**src/hdl/cnsf_pkg.sv**
```systemverilog
// cnsf_pkg: constants, types and the smoothing arithmetic for the
// cross neighbour smoothing filter; depends on nothing
package cnsf_pkg;

    localparam int MAX_WIDTH  = 128;
    localparam int MAX_HEIGHT = 128;

    localparam int COL_W  = $clog2(MAX_WIDTH);
    localparam int ROW_W  = $clog2(MAX_HEIGHT);
    localparam int CFG_W  = 8;
    localparam int CMP_W  = ((COL_W + 1) > CFG_W) ? (COL_W + 1) : CFG_W;
    localparam int CMPR_W = ((ROW_W + 1) > CFG_W) ? (ROW_W + 1) : CFG_W;
    localparam int SLOTS  = 3;

    localparam logic [1:0] CFG_MAP_WIDTH   = 2'd0;
    localparam logic [1:0] CFG_MAP_HEIGHT  = 2'd1;
    localparam logic [1:0] CFG_SMOOTH_MODE = 2'd2;

    localparam logic [1:0] MODE_CLAMP_QUARTER = 2'd0;

    localparam logic [CFG_W-1:0] RST_MAP_WIDTH  = CFG_W'(60);
    localparam logic [CFG_W-1:0] RST_MAP_HEIGHT = CFG_W'(50);

    typedef struct packed {
        logic [7:0] c;
        logic [7:0] l;
        logic [7:0] r;
        logic [7:0] u;
        logic [7:0] d;
    } t_opnd;

    // zero or oversize values fall back to 1 or the maximum
    function automatic logic [CMP_W-1:0] eff_width(input logic [CFG_W-1:0] v);
        logic [CMP_W-1:0] ext;
        ext = CMP_W'(v);
        if (v == '0) begin
            return CMP_W'(1);
        end else if (ext > CMP_W'(MAX_WIDTH)) begin
            return CMP_W'(MAX_WIDTH);
        end
        return ext;
    endfunction

    function automatic logic [CMPR_W-1:0] eff_height(input logic [CFG_W-1:0] v);
        logic [CMPR_W-1:0] ext;
        ext = CMPR_W'(v);
        if (v == '0) begin
            return CMPR_W'(1);
        end else if (ext > CMPR_W'(MAX_HEIGHT)) begin
            return CMPR_W'(MAX_HEIGHT);
        end
        return ext;
    endfunction

    // absent neighbours arrive as zero
    function automatic logic [7:0] smooth(input logic [1:0] mode, input t_opnd op);
        logic [9:0]  sum;
        logic [10:0] tot;
        logic [8:0]  quarter;
        logic [8:0]  blend;
        sum     = 10'(op.l) + 10'(op.r) + 10'(op.u) + 10'(op.d);
        tot     = 11'(sum) + 11'(op.c);
        quarter = tot[10:2];
        blend   = 9'(sum[9:2]) + 9'(op.c);
        if (mode == MODE_CLAMP_QUARTER) begin
            return (quarter > 9'd255) ? 8'd255 : quarter[7:0];
        end
        return blend[8:1];
    endfunction

endpackage

```
**src/hdl/cross_neighbour_smoothing_filter_unit.sv**
```systemverilog
// cross_neighbour_smoothing_filter_unit: raster four-neighbour smoothing with
// three line stores; depends on cnsf_pkg
// an accepted word's results are held pending, then taken into the output register
// throughput: one result per cycle unless the output stalls; most rows run at one word
// per cycle; on the last row the input stalls while a word's earlier results are taken
// reset: synchronous active-low; clears counters, pending results and output valid
// line stores are not cleared, only rows of the current map are ever read
module cross_neighbour_smoothing_filter_unit (
    input  logic       i_clk,
    input  logic       i_rst_n,
    input  logic       i_in_valid,
    output logic       o_in_stall,
    input  logic [7:0] i_cell_value,
    output logic       o_out_valid,
    input  logic       i_out_stall,
    output logic [7:0] o_smoothed_value,
    output logic [6:0] o_out_row,
    output logic [6:0] o_out_col,
    output logic       o_run_last,
    output logic       o_frame_last,
    input  logic       i_cfg_valid,
    output logic       o_cfg_ready,
    input  logic [1:0] i_cfg_index,
    input  logic [7:0] i_cfg_data
);

    localparam int CW = cnsf_pkg::COL_W;
    localparam int RW = cnsf_pkg::ROW_W;

    // configuration
    logic [cnsf_pkg::CFG_W-1:0] r_map_width;
    logic [cnsf_pkg::CFG_W-1:0] r_map_height;
    logic [1:0]                 r_mode;

    // input side position
    logic [RW-1:0] r_row_cnt;
    logic [CW-1:0] r_col_cnt;
    logic [1:0]    r_rot;

    // line stores
    logic [7:0] r_mem [cnsf_pkg::SLOTS][cnsf_pkg::MAX_WIDTH];

    // work stage
    logic [2:0]    r_pend;
    logic [RW-1:0] r_s_row;
    logic [CW-1:0] r_s_col;
    logic [1:0]    r_s_rot;
    logic          r_col_gt0, r_col_gt1, r_not_last_col, r_row_gt0, r_row_gt1;
    logic [7:0]    r_cur, r_cur1, r_cur2;
    logic [7:0]    r_rd [cnsf_pkg::SLOTS];
    logic [7:0]    r_q  [cnsf_pkg::SLOTS];
    logic [7:0]    r_qq [cnsf_pkg::SLOTS];

    // output register
    logic          r_out_valid;
    logic [7:0]    r_out_val;
    logic [RW-1:0] r_out_row;
    logic [CW-1:0] r_out_col;
    logic          r_out_run_last;
    logic          r_out_frame_last;

    logic [cnsf_pkg::CMP_W-1:0]  w_eff_w;
    logic [cnsf_pkg::CMPR_W-1:0] w_eff_h;
    logic                        w_accept;
    logic                        w_cfg_wr;
    logic                        w_last_col;
    logic                        w_last_row;
    logic [CW-1:0]               w_rd_addr;
    logic [2:0]                  n_new_pend;
    logic                        w_load_ok;
    logic [2:0]                  w_sel;
    logic [2:0]                  w_rest;
    logic                        w_take;
    logic [1:0]                  w_up1, w_up2;
    cnsf_pkg::t_opnd             w_op;
    logic [RW-1:0]               w_res_row;
    logic [CW-1:0]               w_res_col;

    assign o_cfg_ready = 1'b1;
    assign w_cfg_wr    = i_cfg_valid & o_cfg_ready;

    assign w_eff_w    = cnsf_pkg::eff_width(r_map_width);
    assign w_eff_h    = cnsf_pkg::eff_height(r_map_height);
    assign w_last_col = (cnsf_pkg::CMP_W'(r_col_cnt) + cnsf_pkg::CMP_W'(1)) == w_eff_w;
    assign w_last_row = (cnsf_pkg::CMPR_W'(r_row_cnt) + cnsf_pkg::CMPR_W'(1)) == w_eff_h;
    // prefetch the next column, wrapping to column 0 for the next row
    assign w_rd_addr  = w_last_col ? '0 : r_col_cnt + CW'(1);

    assign n_new_pend = {w_last_row & w_last_col,
                         w_last_row & (r_col_cnt != '0),
                         r_row_cnt != '0};

    // result selection
    assign w_load_ok = ~r_out_valid | ~i_out_stall;
    assign w_sel     = r_pend & (~r_pend + 3'd1);
    assign w_rest    = r_pend & ~w_sel;
    assign w_take    = (r_pend != '0) & w_load_ok;

    assign o_in_stall = (r_pend != '0) & ~(w_take & (w_rest == '0));
    assign w_accept   = i_in_valid & ~o_in_stall;

    assign w_up1 = (r_s_rot == 2'd0) ? 2'd2 : r_s_rot - 2'd1;
    assign w_up2 = (r_s_rot == 2'd2) ? 2'd0 : r_s_rot + 2'd1;

    always_comb begin
        w_op      = '0;
        w_res_row = r_s_row;
        w_res_col = r_s_col;
        case (w_sel)
            3'b001: begin
                w_op.c    = r_q[w_up1];
                w_op.l    = r_col_gt0 ? r_qq[w_up1] : 8'd0;
                w_op.r    = r_not_last_col ? r_rd[w_up1] : 8'd0;
                w_op.u    = r_row_gt1 ? r_q[w_up2] : 8'd0;
                w_op.d    = r_cur;
                w_res_row = r_s_row - RW'(1);
            end
            3'b010: begin
                w_op.c    = r_cur1;
                w_op.l    = r_col_gt1 ? r_cur2 : 8'd0;
                w_op.r    = r_cur;
                w_op.u    = r_row_gt0 ? r_qq[w_up1] : 8'd0;
                w_res_col = r_s_col - CW'(1);
            end
            3'b100: begin
                w_op.c = r_cur;
                w_op.l = r_col_gt0 ? r_cur1 : 8'd0;
                w_op.u = r_row_gt0 ? r_q[w_up1] : 8'd0;
            end
            default: begin
                w_op = '0;
            end
        endcase
    end

    // control
    always_ff @(posedge i_clk) begin
        if (!i_rst_n) begin
            r_map_width  <= cnsf_pkg::RST_MAP_WIDTH;
            r_map_height <= cnsf_pkg::RST_MAP_HEIGHT;
            r_mode       <= cnsf_pkg::MODE_CLAMP_QUARTER;
            r_row_cnt    <= '0;
            r_col_cnt    <= '0;
            r_rot        <= '0;
            r_pend       <= '0;
            r_out_valid  <= 1'b0;
        end else begin
            if (w_cfg_wr) begin
                case (i_cfg_index)
                    cnsf_pkg::CFG_MAP_WIDTH: begin
                        r_map_width <= i_cfg_data;
                        r_row_cnt   <= '0;
                        r_col_cnt   <= '0;
                        r_rot       <= '0;
                    end
                    cnsf_pkg::CFG_MAP_HEIGHT: begin
                        r_map_height <= i_cfg_data;
                        r_row_cnt    <= '0;
                        r_col_cnt    <= '0;
                        r_rot        <= '0;
                    end
                    cnsf_pkg::CFG_SMOOTH_MODE: begin
                        r_mode <= i_cfg_data[1:0];
                    end
                    default: begin
                    end
                endcase
            end else if (w_accept) begin
                if (w_last_col) begin
                    r_col_cnt <= '0;
                    if (w_last_row) begin
                        r_row_cnt <= '0;
                        r_rot     <= '0;
                    end else begin
                        r_row_cnt <= r_row_cnt + RW'(1);
                        r_rot     <= (r_rot == 2'd2) ? 2'd0 : r_rot + 2'd1;
                    end
                end else begin
                    r_col_cnt <= r_col_cnt + CW'(1);
                end
            end

            if (w_accept) begin
                r_pend <= n_new_pend;
            end else if (w_take) begin
                r_pend <= w_rest;
            end

            if (w_take) begin
                r_out_valid <= 1'b1;
            end else if (!i_out_stall) begin
                r_out_valid <= 1'b0;
            end
        end
    end

    // line stores, write-first on a matching address
    always_ff @(posedge i_clk) begin
        if (w_accept) begin
            r_mem[r_rot][r_col_cnt] <= i_cell_value;
            for (int s = 0; s < cnsf_pkg::SLOTS; s++) begin
                if ((r_rot == 2'(s)) && (w_rd_addr == r_col_cnt)) begin
                    r_rd[s] <= i_cell_value;
                end else begin
                    r_rd[s] <= r_mem[s][w_rd_addr];
                end
            end
        end
    end

    // work stage payload
    always_ff @(posedge i_clk) begin
        if (w_accept) begin
            r_s_row        <= r_row_cnt;
            r_s_col        <= r_col_cnt;
            r_s_rot        <= r_rot;
            r_col_gt0      <= r_col_cnt != '0;
            r_col_gt1      <= r_col_cnt > CW'(1);
            r_not_last_col <= ~w_last_col;
            r_row_gt0      <= r_row_cnt != '0;
            r_row_gt1      <= r_row_cnt > RW'(1);
            r_cur          <= i_cell_value;
            r_cur1         <= r_cur;
            r_cur2         <= r_cur1;
            for (int s = 0; s < cnsf_pkg::SLOTS; s++) begin
                r_q[s]  <= r_rd[s];
                r_qq[s] <= r_q[s];
            end
        end
    end

    // output payload
    always_ff @(posedge i_clk) begin
        if (w_take) begin
            r_out_val        <= cnsf_pkg::smooth(r_mode, w_op);
            r_out_row        <= w_res_row;
            r_out_col        <= w_res_col;
            r_out_run_last   <= w_rest == '0;
            r_out_frame_last <= w_sel[2];
        end
    end

    assign o_out_valid      = r_out_valid;
    assign o_smoothed_value = r_out_val;
    assign o_out_row        = 7'(r_out_row);
    assign o_out_col        = 7'(r_out_col);
    assign o_run_last       = r_out_run_last;
    assign o_frame_last     = r_out_frame_last;

    a_accept_drains: assert property (@(posedge i_clk) disable iff (!i_rst_n)
        w_accept |-> ($countones(r_pend) <= 1))
        else $error("word accepted with more than one result pending");

    a_row0_rot0: assert property (@(posedge i_clk) disable iff (!i_rst_n)
        (r_row_cnt == '0) |-> (r_rot == 2'd0))
        else $error("line rotation not home on the first row");

    a_col_in_range: assert property (@(posedge i_clk) disable iff (!i_rst_n)
        cnsf_pkg::CMP_W'(r_col_cnt) < w_eff_w)
        else $error("column count beyond map width");

    a_frame_run_last: assert property (@(posedge i_clk) disable iff (!i_rst_n)
        (r_out_valid && r_out_frame_last) |-> r_out_run_last)
        else $error("frame end not flagged as last of its run");

    a_pend_hold: assert property (@(posedge i_clk) disable iff (!i_rst_n)
        ((r_pend != '0) && r_out_valid && i_out_stall) |=> $stable(r_pend))
        else $error("pending results moved while output stalled");

endmodule
```
**config.mk**
```make
export PLATFORM = sky130hd
export DESIGN_NAME = cross_neighbour_smoothing_filter_unit
export DESIGN_NICKNAME = d
export VERILOG_FILES = /design/src/hdl/cnsf_pkg.sv /design/src/hdl/cross_neighbour_smoothing_filter_unit.sv
export SDC_FILE = /design/constraint.sdc
export NUM_CORES = 2
export LEC_CHECK = 0
export ABC_AREA = 1
export BUFFER_PORTS_ARGS = -buffer_cell sky130_fd_sc_hd__buf_2
export CAP_MARGIN = 15
export CORE_ASPECT_RATIO = 0.5
export CORE_UTILIZATION = 48
export DETAILED_ROUTE_END_ITERATION = 10
export SYNTH_ARGS = -nofsm -noshare
export SYNTH_HDL_FRONTEND = slang
export SYNTH_SLANG_ARGS = --single-unit
```
**constraint.sdc**
```tcl
create_clock -name i_clk -period 7.8 [get_ports i_clk]
set_clock_uncertainty 0.2 [all_clocks]
set_input_delay 1.17 -clock i_clk [delete_from_list [all_inputs] [get_ports i_clk]]
set_output_delay 1.17 -clock i_clk [all_outputs]
set_load 0.02 [all_outputs]
```
==> metrics.txt <==
Post-DP HPWL=~250,000 um; Slowest cell on crit path=dfxtp_1; area added between synthesis and finish=8.61%; Mapped Area=about 150,000 um^2; first-pass GRT wire length=approximately 620,000 um; antenna violations before repair=16; Critical Path AT=around 7.0 ns; vias post-DR=99.0k; Critical R2R Launch=r_pend[0]; Main synth FF type=edfxtp_1; Crit Path Max Fanout=22; crit-path cells=clkinv_1, nand2_1, clkinv_1, a22o_1, fa_1, inv_1, fa_1, inv_1, fa_1, a21oi_1, o21bai_1, nand2_1, a21oi_1, nor2_1, xor2_1, inv_1, ha_1, a21oi_1, nand2_1, a31oi_1, a22oi_1; Die Ht=~390 um; VDD IR-drop max=between 0.15 and 0.2 mV; FF/Latch Area=between 90,000 and 100,000 um^2; initial DRC count=roughly 13k; Post-Synthesis Cells=approximately 13k; depth of the CTS H-tree=5; Avg Vias per Cell=between 5 and 6; # DRC=0; flops & latches, synth=~3.3k; ratio of final minimum period to clock period=0.845; Crit path buffers/inverters=5; port buffer count=48; area of the multi-input gates=37,300 um^2; clk buf depth=4; Crit. End Element=register; Max Clk Rate=between 150 and 200 MHz; EDFF count, synth=~3.2k; total grt overflow=0; cts bufs inserted=between 300 and 400; fill count=around 26k; antenna viol nets, final=0; max-slew violations=0; clock tree sinks=~3.3k; Setup CP Type=reg2reg; total track usage=0.270; PostCTS Resize Cnt=0; aggregate negative setup slack=0 ns; Routed WL per cell=around 24 um; vias in the first global route=~92k; Starting Density=0.484; die area=~310,000 um^2; Lkg Pwr=roughly 60 nW; clock slew seen by the registers of the worst setup and hold paths=roughly 0.06 ns; Worst-Margin Slew=approximately 1.2 ns; final setup vio count=0; Final Hold Violating Endpoints=0; final WL=around 420,000 um; DP Area=about 150,000 um^2; row cnt=142; Seq/Total Area, Yosys=0.669; Post-CTS Hold Buffers=0; Tmin final=6.59 ns; Pwr Density=between 200 and 250 nW/um^2; status=finished clean; Worst R2R End=o_smoothed_value[5]; Slew HR=0.166; largest net degree at the start of global routing=240; TritonCTS clock tree=done; Distinct cells, synth=45; hold_ws=0.248 ns; Yosys warnings=0; root buffer cell=clkbuf_16; most common cell after layout, fill and taps aside=nand3_1; Layout Cell Area excl Fill=approximately 160,000 um^2; total of max-cap violations=0; syn nets=13.4k; worst hold path type=reg2reg; top cell family by delay on the critical path=adder cells; Skew-Pair Late Insertion Delay=0.90 ns; post-layout util=0.526; CP max stage delay=about 0.75 ns; Crit. path cell count=21; die width=roughly 780 um; FF-to-FF path depth=21; unrepaired setup endpoints after global routing=false; required time of the critical path=8.18 ns; # nets final=13.1k; post-CTS setup buffer count=0; FF-to-FF setup slack=roughly 1.2 ns; CP startpoint=r_pend[0]; layout cell share with drive strength beyond 1=0.0592; most frequent cells in the layout=nand3_1 (3,232), edfxtp_1 (3,213), nand2_1 (2,259), inv_1 (1,729), nand3b_1 (830); Setup crit start kind=register; asr flop ratio synth=0; Inst Count DP=~17k; DR pass1 iterations=6; crit path to=o_smoothed_value[5]; syn avg cell area=about 11 um^2; fin cells=17.3k; Ports=50; RD Place Congestion=about 0.87; core area=300,000 um^2
[state kept, by name (all words and copies together), names as in the netlist, 3 cells and up]
register and flops:
r_rd 24, r_col_cnt 7, r_map_width 8, o_smoothed_value 8, o_out_row 7, r_s_row 7
o_out_col 7, r_map_height 8, r_cur 8, r_cur2 8, r_pend 3, r_qq 24
r_cur1 8, r_q 24, r_s_col 7, r_mem 3072, r_row_cnt 7
[tightest hold or removal path, cell delays in order (launching register included)]
cell	delay, ns
dfxtp_1	0.31
inv_1	0.05
a21oi_1	0.05
[cell usage after synthesis (all sizes together) (5+ instances only)]
cell type | n | share of area
nand3 | 3233 | 0.11
edfxtp | 3213 | 0.66
nand2 | 2266 | 0.059
inv | 1740 | 0.045
nand3b | 830 | 0.043
nor2 | 603 | 0.016
buf | 530 | 0.021
clkbuf | 363 | 0.0094
o21ai | 118 | 0.0041
or2 | 110 | 0.0047
o2111ai | 48 | 0.0029
a21oi | 40 | 0.0015
nor3 | 40 | 0.0014
dfxtp | 38 | 0.0052
ha | 34 | 0.0029
o22ai | 31 | 0.0013
xor2 | 25 | 0.0015
fa | 17 | 0.0023
a22o | 13 | 0.00078
nand4 | 12 | 0.00052
o211ai | 12 | 0.00062
xnor2 | 12 | 0.00072
o221ai | 8 | 0.00048
clkinv | 7 | 0.00018
a31oi | 6 | 0.00026
a211oi | 5 | 0.00026
a22oi | 5 | 0.00026
o21bai | 5 | 0.00026
[per-layer routing]
metal	vias to the layer above	share of wire	track usage
li1	45100	-	-
met1	48700	0.44	0.405
met2	4530	0.43	0.398
met3	692	0.098	0.0524
met4	8	0.032	0.0813
met5	-	0.00065	0.00548
[layout make-up]
cell class                      count  area share
Sequential cell                  3251       0.616
Multi-Input combinational cell   7480       0.236
Clock buffer                      383      0.0515
Inverter                         1747      0.0419
Antenna cell                        1   0.0000159
Tap cell                         4032      0.0320
Timing Repair Buffer              237      0.0149
Clock inverter                    136     0.00744
[worst min path at each step]
stage	start	endpoint	slack, ns	cells past startpoint
final	r_mode[1]	r_mode[1]	0.25	2
after CTS	r_mode[1]	r_mode[1]	0.25	2
after global placement	r_cur1[1]	r_cur2[1]	0.23	0
after global routing	r_cur1[7]	r_cur2[7]	0.26	0
after detailed placement	r_q[0][0]	r_qq[0][0]	0.23	0
after floorplan	r_col_cnt[2]	r_s_col[2]	0.20	0
[stage by stage]
stage,setup slack [ns],total power [W]
final,1.21,0.0369
after global routing,0.752,0.0380
after CTS,1.32,0.0371
after detailed placement,1.34,0.0227
after global placement,1.34,0.0227
after floorplan,1.07,0.0215
[logic make-up (layout without fill, tap and decap cells)]
| family | Yosys count | count (layout) | share of synthesized area |
|---|---|---|---|
| compound gates | 294 | 294 | 0.0129 |
| xor+xnor | 37 | 37 | 0.00223 |
| fa+ha+maj | 51 | 51 | 0.00527 |
| buf+inv | 2640 | 2503 | 0.0754 |
| flops | 3251 | 3251 | 0.669 |
| other cells | 1 | 2 | 0.0000258 |
| simple gates | 7097 | 7097 | 0.235 |
[power by group]
group	internal, W	switching (W)
combinational	0.000765	0.00220
sequential	0.0193	0.0000753
clock	0.00800	0.00658
total	0.0281	0.00886
(Power assumes the default switching activity.)
